`config.mk`:
```
export PLATFORM = sky130hd
export DESIGN_NAME = crc32_frame_codec_top_flat
export DESIGN_NICKNAME = d
export VERILOG_FILES = /design/src/design/cfc_pkg.sv /design/src/design/cfc_ifs.sv /design/src/design/crc32_frame_codec_top.sv /design/src/design/cfc_front.sv /design/src/design/cfc_queue.sv /design/src/design/cfc_back.sv /design/src/flat_wrapper.sv
export VERILOG_INCLUDE_DIRS = /design/src /design/src/design
export SDC_FILE = /design/constraint.sdc
export NUM_CORES = 1
export LEC_CHECK = 0
export ABC_CLOCK_PERIOD_IN_PS = 14500
export BUFFER_PORTS_ARGS = -buffer_cell sky130_fd_sc_hd__buf_2
export CAP_MARGIN = 5
export CORE_MARGIN = 10
export CORE_UTILIZATION = 48
export CTS_BUF_LIST = sky130_fd_sc_hd__clkbuf_4
export CTS_CLUSTER_SIZE = 8
export DETAILED_ROUTE_END_ITERATION = 12
export SLEW_MARGIN = 20
export SYNTH_ARGS = -nofsm -noshare
export SYNTH_HDL_FRONTEND = slang
export SYNTH_SLANG_ARGS = --single-unit
export TNS_END_PERCENT = 20
```
`constraint.sdc`:
```
create_clock -name clk -period 14.5 [get_ports clk]
set_clock_uncertainty 0.15 [all_clocks]
set_input_delay 2.9 -clock clk [delete_from_list [all_inputs] [get_ports clk]]
set_output_delay 2.9 -clock clk [all_outputs]
set_load 0.005 [all_outputs]
```
`src/design/crc32_frame_codec_top_macros.svh`:
```
// ----------------------------------------------------------------------------
// crc32_frame_codec_top assertion macros
// Shared concurrent assertion forms, clocked on clk and disabled in reset.
// ----------------------------------------------------------------------------
`ifndef CRC32_FRAME_CODEC_TOP_MACROS_SVH
`define CRC32_FRAME_CODEC_TOP_MACROS_SVH

// check a condition at every clock edge out of reset
`define CFC_ASSERT_ALWAYS(label, cond, msg) \
    label: assert property (@(posedge clk) disable iff (!rst_n) (cond)) \
        else $error(msg);

// check that a trigger is followed by a condition on the next edge
`define CFC_ASSERT_NEXT(label, trig, cond, msg) \
    label: assert property (@(posedge clk) disable iff (!rst_n) (trig) |=> (cond)) \
        else $error(msg);

`endif

```
`src/design/cfc_pkg.sv`:
```
// ----------------------------------------------------------------------------
// cfc_pkg
// Types, codes, constants and the CRC-32/MPEG-2 word update for the codec.
// ----------------------------------------------------------------------------
package cfc_pkg;

    localparam int DATA_WORDS_DEF  = 6;
    localparam int QUEUE_DEPTH_DEF = 4;
    localparam int POS_W           = 4;

    localparam logic [31:0] CRC_POLY = 32'h04C1_1DB7;
    localparam logic [31:0] CRC_INIT = 32'hFFFF_FFFF;

    typedef enum logic
    {
        OP_TX = 1'b0,
        OP_RX = 1'b1
    } opcode_t;

    typedef enum logic [1:0]
    {
        KIND_TX     = 2'd0,
        KIND_RX     = 2'd1,
        KIND_REJECT = 2'd2
    } kind_t;

    typedef enum logic [2:0]
    {
        CMD_TX_WORD   = 3'd0,
        CMD_TX_LAST   = 3'd1,
        CMD_RX_STORE  = 3'd2,
        CMD_RX_ACCEPT = 3'd3,
        CMD_RX_REJECT = 3'd4
    } cmd_op_t;

    typedef struct packed
    {
        cmd_op_t           op;
        logic [POS_W-1:0]  pos;
        logic [31:0]       word;
        logic [31:0]       crc;
    } cmd_t;

    typedef struct packed
    {
        logic push;
        cmd_t cmd;
    } push_t;

    typedef struct packed
    {
        logic valid;
        cmd_t cmd;
    } head_t;

    function automatic logic [31:0] crc32_word(input logic [31:0] crc,
                                               input logic [31:0] w);
        logic [31:0] c;
        c = crc ^ w;
        for (int b = 0; b < 32; b++)
        begin
            c = c[31] ? ((c << 1) ^ CRC_POLY) : (c << 1);
        end
        return c;
    endfunction

endpackage

```
`src/design/cfc_ifs.sv`:
```
// ----------------------------------------------------------------------------
// cfc_ifs
// Valid/ready channels for input words and result words.
// ----------------------------------------------------------------------------
interface cfc_item_if;
    logic        valid;
    logic        ready;
    logic        opcode;
    logic [31:0] word;

    modport source(output valid, opcode, word, input ready);
    modport sink(input valid, opcode, word, output ready);
endinterface

interface cfc_result_if;
    logic        valid;
    logic        ready;
    logic [1:0]  kind;
    logic [31:0] frame_word;
    logic [2:0]  word_index;
    logic        last;

    modport source(output valid, kind, frame_word, word_index, last, input ready);
    modport sink(input valid, kind, frame_word, word_index, last, output ready);
endinterface

```
`src/design/crc32_frame_codec_top.sv`:
```
// ----------------------------------------------------------------------------
// crc32_frame_codec_top
// Frames outbound words with a CRC-32/MPEG-2 word and checks inbound frames.
// ----------------------------------------------------------------------------
// The codec takes one word per cycle on item while its command queue has
// room. The front updates the transmit or receive CRC for a word in that same
// cycle and queues one command; the back turns commands into results through
// a single result register, one result per cycle while the result channel is
// ready. A transmit word gives one result, the word that closes a transmit
// frame gives two, a stored receive word is taken by the back with no result,
// and a receive frame that checks clean drains DATA_WORDS + 1 results; a
// rejected frame gives one. The QUEUE_DEPTH-entry queue lets the front keep
// taking words while the back drains a burst.
module crc32_frame_codec_top #(
    parameter int DATA_WORDS  = cfc_pkg::DATA_WORDS_DEF,
    parameter int QUEUE_DEPTH = cfc_pkg::QUEUE_DEPTH_DEF
) (
    input  logic         clk,
    input  logic         rst_n,
    cfc_item_if.sink     item,
    cfc_result_if.source result
);

    cfc_pkg::push_t push;
    cfc_pkg::head_t head;
    logic           full;
    logic           pop;

    cfc_front #(
        .DATA_WORDS(DATA_WORDS)
    ) u_front (
        .clk   (clk),
        .rst_n (rst_n),
        .item  (item),
        .full  (full),
        .push  (push)
    );

    cfc_queue #(
        .DEPTH(QUEUE_DEPTH)
    ) u_queue (
        .clk   (clk),
        .rst_n (rst_n),
        .push  (push),
        .full  (full),
        .pop   (pop),
        .head  (head)
    );

    cfc_back #(
        .DATA_WORDS(DATA_WORDS)
    ) u_back (
        .clk    (clk),
        .rst_n  (rst_n),
        .head   (head),
        .pop    (pop),
        .result (result)
    );

endmodule

```
`src/design/cfc_front.sv`:
```
// ----------------------------------------------------------------------------
// cfc_front
// Accepts input words, runs both CRCs and issues one command per word.
// ----------------------------------------------------------------------------
module cfc_front #(
    parameter int DATA_WORDS = cfc_pkg::DATA_WORDS_DEF
) (
    input  logic              clk,
    input  logic              rst_n,
    cfc_item_if.sink          item,
    input  logic              full,
    output cfc_pkg::push_t    push
);

    localparam logic [cfc_pkg::POS_W-1:0] TX_END  = cfc_pkg::POS_W'(DATA_WORDS);
    localparam logic [cfc_pkg::POS_W-1:0] RX_KEEP = cfc_pkg::POS_W'(DATA_WORDS + 1);

    logic [cfc_pkg::POS_W-1:0] tx_pos_reg, tx_pos_next;
    logic [cfc_pkg::POS_W-1:0] rx_pos_reg, rx_pos_next;
    logic [31:0]               tx_crc_reg, tx_crc_next;
    logic [31:0]               rx_crc_reg, rx_crc_next;
    logic                      accept;
    logic [31:0]               crc_upd;
    cfc_pkg::cmd_t             cmd;

    assign item.ready = !full;
    assign accept     = item.valid && item.ready;
    assign crc_upd    = cfc_pkg::crc32_word(
        (item.opcode == cfc_pkg::OP_TX) ? tx_crc_reg : rx_crc_reg, item.word);

    always_comb
    begin
        tx_pos_next = tx_pos_reg;
        rx_pos_next = rx_pos_reg;
        tx_crc_next = tx_crc_reg;
        rx_crc_next = rx_crc_reg;
        cmd.word    = item.word;
        cmd.crc     = crc_upd;
        if (item.opcode == cfc_pkg::OP_TX)
        begin
            cmd.pos = tx_pos_reg;
            if (tx_pos_reg >= TX_END)
            begin
                cmd.op      = cfc_pkg::CMD_TX_LAST;
                tx_pos_next = '0;
                tx_crc_next = cfc_pkg::CRC_INIT;
            end
            else
            begin
                cmd.op      = cfc_pkg::CMD_TX_WORD;
                tx_pos_next = tx_pos_reg + 1'b1;
                tx_crc_next = crc_upd;
            end
        end
        else
        begin
            cmd.pos = rx_pos_reg;
            if (rx_pos_reg < RX_KEEP)
            begin
                cmd.op      = cfc_pkg::CMD_RX_STORE;
                rx_pos_next = rx_pos_reg + 1'b1;
                rx_crc_next = crc_upd;
            end
            else
            begin
                cmd.op      = (crc_upd == '0) ? cfc_pkg::CMD_RX_ACCEPT
                                              : cfc_pkg::CMD_RX_REJECT;
                rx_pos_next = '0;
                rx_crc_next = cfc_pkg::CRC_INIT;
            end
        end
    end

    assign push.push = accept;
    assign push.cmd  = cmd;

    always_ff @(posedge clk or negedge rst_n)
    begin
        if (!rst_n)
        begin
            tx_pos_reg <= '0;
            rx_pos_reg <= '0;
            tx_crc_reg <= cfc_pkg::CRC_INIT;
            rx_crc_reg <= cfc_pkg::CRC_INIT;
        end
        else if (accept)
        begin
            tx_pos_reg <= tx_pos_next;
            rx_pos_reg <= rx_pos_next;
            tx_crc_reg <= tx_crc_next;
            rx_crc_reg <= rx_crc_next;
        end
    end

endmodule

```
`src/design/cfc_queue.sv`:
```
// ----------------------------------------------------------------------------
// cfc_queue
// Short command FIFO between the front and the back.
// ----------------------------------------------------------------------------
module cfc_queue #(
    parameter int DEPTH = cfc_pkg::QUEUE_DEPTH_DEF
) (
    input  logic           clk,
    input  logic           rst_n,
    input  cfc_pkg::push_t push,
    output logic           full,
    input  logic           pop,
    output cfc_pkg::head_t head
);

    localparam int PTR_W = (DEPTH > 1) ? $clog2(DEPTH) : 1;
    localparam int CNT_W = $clog2(DEPTH + 1);
    localparam logic [PTR_W-1:0] PTR_LAST = PTR_W'(DEPTH - 1);
    localparam logic [CNT_W-1:0] CNT_FULL = CNT_W'(DEPTH);

    cfc_pkg::cmd_t     mem_reg [DEPTH];
    logic [PTR_W-1:0]  wr_ptr_reg;
    logic [PTR_W-1:0]  rd_ptr_reg;
    logic [CNT_W-1:0]  count_reg;
    logic              do_push;
    logic              do_pop;

    assign full       = (count_reg == CNT_FULL);
    assign head.valid = (count_reg != '0);
    assign head.cmd   = mem_reg[rd_ptr_reg];
    assign do_push    = push.push && !full;
    assign do_pop     = pop && head.valid;

    always_ff @(posedge clk)
    begin
        if (do_push)
        begin
            mem_reg[wr_ptr_reg] <= push.cmd;
        end
    end

    always_ff @(posedge clk or negedge rst_n)
    begin
        if (!rst_n)
        begin
            wr_ptr_reg <= '0;
            rd_ptr_reg <= '0;
            count_reg  <= '0;
        end
        else
        begin
            if (do_push)
            begin
                wr_ptr_reg <= (wr_ptr_reg == PTR_LAST) ? '0 : wr_ptr_reg + 1'b1;
            end
            if (do_pop)
            begin
                rd_ptr_reg <= (rd_ptr_reg == PTR_LAST) ? '0 : rd_ptr_reg + 1'b1;
            end
            if (do_push && !do_pop)
            begin
                count_reg <= count_reg + 1'b1;
            end
            else if (do_pop && !do_push)
            begin
                count_reg <= count_reg - 1'b1;
            end
        end
    end

endmodule

```
`src/design/cfc_back.sv`:
```
// ----------------------------------------------------------------------------
// cfc_back
// Executes commands: holds the receive words and emits result words.
// ----------------------------------------------------------------------------
`include "crc32_frame_codec_top_macros.svh"

module cfc_back #(
    parameter int DATA_WORDS = cfc_pkg::DATA_WORDS_DEF
) (
    input  logic           clk,
    input  logic           rst_n,
    input  cfc_pkg::head_t head,
    output logic           pop,
    cfc_result_if.source   result
);

    localparam int STORE_WORDS = DATA_WORDS + 1;
    localparam int IDX_W       = $clog2(STORE_WORDS);
    localparam logic [IDX_W-1:0] BEAT_LAST = IDX_W'(STORE_WORDS - 1);
    localparam logic [2:0]       CRC_INDEX = 3'(DATA_WORDS + 1);

    logic [31:0]       store_reg [STORE_WORDS];
    logic [IDX_W-1:0]  beat_reg, beat_next;
    logic              out_valid_reg, out_valid_next;
    cfc_pkg::kind_t    out_kind_reg, out_kind_next;
    logic [31:0]       out_word_reg, out_word_next;
    logic [2:0]        out_index_reg, out_index_next;
    logic              out_last_reg, out_last_next;
    logic              can_emit;
    logic              store_we;

    assign can_emit = !out_valid_reg || result.ready;

    always_comb
    begin
        pop            = 1'b0;
        store_we       = 1'b0;
        beat_next      = beat_reg;
        out_valid_next = out_valid_reg && !result.ready;
        out_kind_next  = out_kind_reg;
        out_word_next  = out_word_reg;
        out_index_next = out_index_reg;
        out_last_next  = out_last_reg;
        if (head.valid)
        begin
            unique case (head.cmd.op)
                cfc_pkg::CMD_RX_STORE:
                begin
                    store_we = 1'b1;
                    pop      = 1'b1;
                end
                cfc_pkg::CMD_TX_WORD:
                begin
                    if (can_emit)
                    begin
                        out_valid_next = 1'b1;
                        out_kind_next  = cfc_pkg::KIND_TX;
                        out_word_next  = head.cmd.word;
                        out_index_next = head.cmd.pos[2:0];
                        out_last_next  = 1'b0;
                        pop            = 1'b1;
                    end
                end
                cfc_pkg::CMD_TX_LAST:
                begin
                    if (can_emit)
                    begin
                        out_valid_next = 1'b1;
                        out_kind_next  = cfc_pkg::KIND_TX;
                        if (beat_reg == '0)
                        begin
                            out_word_next  = head.cmd.word;
                            out_index_next = head.cmd.pos[2:0];
                            out_last_next  = 1'b0;
                            beat_next      = IDX_W'(1);
                        end
                        else
                        begin
                            out_word_next  = head.cmd.crc;
                            out_index_next = CRC_INDEX;
                            out_last_next  = 1'b1;
                            beat_next      = '0;
                            pop            = 1'b1;
                        end
                    end
                end
                cfc_pkg::CMD_RX_ACCEPT:
                begin
                    if (can_emit)
                    begin
                        out_valid_next = 1'b1;
                        out_kind_next  = cfc_pkg::KIND_RX;
                        out_word_next  = store_reg[beat_reg];
                        out_index_next = 3'(beat_reg);
                        out_last_next  = (beat_reg == BEAT_LAST);
                        if (beat_reg == BEAT_LAST)
                        begin
                            beat_next = '0;
                            pop       = 1'b1;
                        end
                        else
                        begin
                            beat_next = beat_reg + 1'b1;
                        end
                    end
                end
                cfc_pkg::CMD_RX_REJECT:
                begin
                    if (can_emit)
                    begin
                        out_valid_next = 1'b1;
                        out_kind_next  = cfc_pkg::KIND_REJECT;
                        out_word_next  = '0;
                        out_index_next = '0;
                        out_last_next  = 1'b1;
                        pop            = 1'b1;
                    end
                end
                default:
                begin
                    pop = 1'b1;
                end
            endcase
        end
    end

    always_ff @(posedge clk)
    begin
        if (store_we)
        begin
            store_reg[head.cmd.pos[IDX_W-1:0]] <= head.cmd.word;
        end
        out_kind_reg  <= out_kind_next;
        out_word_reg  <= out_word_next;
        out_index_reg <= out_index_next;
        out_last_reg  <= out_last_next;
    end

    always_ff @(posedge clk or negedge rst_n)
    begin
        if (!rst_n)
        begin
            beat_reg      <= '0;
            out_valid_reg <= 1'b0;
        end
        else
        begin
            beat_reg      <= beat_next;
            out_valid_reg <= out_valid_next;
        end
    end

    assign result.valid      = out_valid_reg;
    assign result.kind       = out_kind_reg;
    assign result.frame_word = out_word_reg;
    assign result.word_index = out_index_reg;
    assign result.last       = out_last_reg;

    `CFC_ASSERT_ALWAYS(a_beat_range, beat_reg <= BEAT_LAST, "burst beat out of range")
    `CFC_ASSERT_NEXT(a_crc_follows,
        head.valid && head.cmd.op == cfc_pkg::CMD_TX_LAST && beat_reg != '0 && can_emit,
        out_valid_reg && out_last_reg && out_word_reg == $past(head.cmd.crc),
        "CRC word not emitted as last")
    `CFC_ASSERT_NEXT(a_accept_last,
        head.valid && head.cmd.op == cfc_pkg::CMD_RX_ACCEPT && can_emit,
        out_last_reg == ($past(beat_reg) == BEAT_LAST),
        "receive burst last flag misplaced")

endmodule
```
`src/flat_wrapper.sv`:
```
// flat-port wrapper written by rule: the top's interface ports become plain ports
module crc32_frame_codec_top_flat 
#(
    parameter int DATA_WORDS  = cfc_pkg::DATA_WORDS_DEF,
    parameter int QUEUE_DEPTH = cfc_pkg::QUEUE_DEPTH_DEF
)
  (clk, rst_n, item_valid, item_opcode, item_word, item_ready, result_valid, result_kind, result_frame_word, result_word_index, result_last, result_ready);
  cfc_item_if item_i ();
  cfc_result_if result_i ();
  input  logic clk;
  input  logic rst_n;
  input wire logic [$bits(item_i.valid)-1:0] item_valid;
  input wire logic [$bits(item_i.opcode)-1:0] item_opcode;
  input wire logic [$bits(item_i.word)-1:0] item_word;
  output wire logic [$bits(item_i.ready)-1:0] item_ready;
  output wire logic [$bits(result_i.valid)-1:0] result_valid;
  output wire logic [$bits(result_i.kind)-1:0] result_kind;
  output wire logic [$bits(result_i.frame_word)-1:0] result_frame_word;
  output wire logic [$bits(result_i.word_index)-1:0] result_word_index;
  output wire logic [$bits(result_i.last)-1:0] result_last;
  input wire logic [$bits(result_i.ready)-1:0] result_ready;
  assign item_i.valid = item_valid;
  assign item_i.opcode = item_opcode;
  assign item_i.word = item_word;
  assign item_ready = item_i.ready;
  assign result_valid = result_i.valid;
  assign result_kind = result_i.kind;
  assign result_frame_word = result_i.frame_word;
  assign result_word_index = result_i.word_index;
  assign result_last = result_i.last;
  assign result_i.ready = result_ready;
  crc32_frame_codec_top #(.DATA_WORDS(DATA_WORDS), .QUEUE_DEPTH(QUEUE_DEPTH)) u_core (.clk(clk), .rst_n(rst_n), .item(item_i), .result(result_i));
endmodule
```
==> metrics.txt <==
Total Routing Usage GR 0.204; most used cell, CP xnor3_1; status complete, no violations; Initial Util 0.486; final hold violations 0; clock buffer depth 3; Fin Setup TNS 0 ps; WP data arrival 8560 ps; Hold Crit Endpoint u_core.u_front.tx_crc_reg[27]; cell count after synthesis 1553; CP Max Fanout 44; CP startpoint item_opcode; vias after detailed routing 14623; total grt overflow 0; post-synth top area cell edfxtp_1; worst setup path class in2reg; initial antenna violation count 4; Nets 1805; port bufs 76; Area growth syn-to-layout 13.0%; most common library cells after synthesis edfxtp_1, xnor2_1, mux4_2; max FFs per register 280; share of layout cells above drive strength 1 0.316; Synth Net Count 1600; period utilisation layout 0.553; cts hold-fix bufs 0; Tmin final 8010 ps; I/O pin count 77; DP HPWL 42100 um; Synth Area per Inst 17.7 um2; FILL cells 4612; largest net degree at the start of global routing 76; drt total wl 67200 um; Synthesis Warnings 0; clk_lat worst skew 980 ps; final core occ 0.549; Post-Place Cells 2348; Least-Margin Pin Slew 1030 ps; global-route wire length before repair 100000 um; Post-synth EDFFs 542; crit-path cells buf_2, buf_4, mux2i_1, xnor2_2, xnor3_1, xnor2_1, xor3_1, xor3_2, xnor2_4, xnor3_1, or4_1, nor3_1, nand4_1, and3_1; worst reg2reg startpoint u_core.u_front.tx_crc_reg[28]; Clock Sinks 625; Hold Path Origin u_core.u_front.tx_crc_reg[27]; Syn Std Cell Area 0.0275 mm2; worst path required time 15050 ps; CTS tree done; CTS clk-pin slew, worst paths 70 ps; TritonRoute pass-1 iters 5; CP peak stage delay 630 ps; Setup Buffers After CTS 0; Synth cell types 57; slowest CP cell buf_4; die span in x 259 um; die area 0.0673 mm2; Std-Cell Rows 87; RSZ-0062 raised after global routing false; CTS H-tree depth 4; Iter 0 DRT Violations 1124; chip height 259 um; mean number of vias per cell 5.54; Fmax 0.125 GHz; number of routed nets with antenna violations 0; wire length per cell after detailed routing 25.5 um; top-area cell type share of the netlist area 0.592; Hold Path Depth 2; most numerous cell in the Yosys netlist edfxtp_1; core area 0.0566 mm2; Top FF cell, synth edfxtp_1; Pins Over Slew Limit 0; R2R depth 11; Final GP Congestion 0.901; HP Class reg2reg; Area contributors post-synth edfxtp_1, mux4_2, dfstp_2; number of global-route vias before repair 15213; Seq/Total Area, Yosys 0.670; worst hold slack 344 ps; cts bufs inserted 164; Residual DRC 0; max-cap check violation count 0; Final Non-Filler Cells 2641; CP Launch Type input port; relative slew slack 0.306; flops & latches, synth 625; Root Buffer clkbuf_4; r2r endpoint u_core.u_queue.mem_reg[3][70]; endpoints failing setup 0; ys async rst share 0.133; Critical Path End Type flip-flop; flop-to-flop setup slack 8740 ps; Post-CTS Resized 0
cell families (layout without fill, tap and decap cells):
| family | Yosys count | count (layout) | synth area share |
|---|---|---|---|
| DFF | 625 | 625 | 0.670 |
| xor gates and xnor gates | 252 | 252 | 0.115 |
| muxes | 207 | 207 | 0.123 |
| and+or+nand+nor | 179 | 179 | 0.0287 |
| AOI/OAI and AO/OA | 169 | 169 | 0.0433 |
| buffers and inverters | 111 | 438 | 0.0159 |
| adders and majority gates | 10 | 10 | 0.00482 |
| other | 0 | 5 | 0 |
worst max-delay path by stage:
stage                               endpoint  cells after the start  slack [ps]
6_report       u_core.u_queue.mem_reg[3][70]                     14        6490
5_1_grt        u_core.u_queue.mem_reg[2][68]                     14        6260
4_1_cts        u_core.u_queue.mem_reg[2][70]                     14        6530
3_5_place_dp   u_core.u_queue.mem_reg[3][70]                     14        5550
3_3_place_gp   u_core.u_queue.mem_reg[0][70]                     14        5600
2_1_floorplan  u_core.u_queue.mem_reg[0][70]                     14        6980
routing by layer:
metal  global-route usage  wire [um]
met4               0.0486        673
met5                    0          0
met2                0.324      33000
met1                0.280      29600
met3               0.0500       3950
final cells by class:
class,instances,area [um2],area share
timing repair buffer,105,601,0.0193
clock inverter,34,278,0.00893
inverter,45,169,0.00543
antenna,5,12.5,0.000402
multi-input combinational,817,8730,0.281
tap,756,946,0.0304
sequential,625,18400,0.593
clock buffer,254,1910,0.0613
stage by stage:
stage	setup WS [ps]	cell area, um2
after floorplan	6980	27500
after global placement	5600	28900
after detailed placement	5550	28900
after CTS	6530	31100
after global routing	6260	31100
final	6490	31100
worst max-delay path: cells and delay by family:
| kind | cells | cell delay, ps |
|---|---|---|
| buffers and inverters | 2 | 700 |
| muxes | 1 | 270 |
| xor gates and xnor gates | 7 | 3380 |
| and+or+nand+nor | 4 | 1280 |
layout by cell type (no fill, tap or decap), types with 32 or more instances in the layout:
master,instances
xnor2_1,130
dfstp_2,64
xor2_1,48
nand2_1,99
o21ai_0,55
o221ai_1,32
inv_1,45
o22a_1,50
xnor3_1,41
mux2i_1,96
buf_2,75
edfxtp_1,542
mux4_2,101
clkbuf_4,254
Power is not shown: default switching activity piles up to over one toggle a cycle in this logic, so the estimate is an artifact.
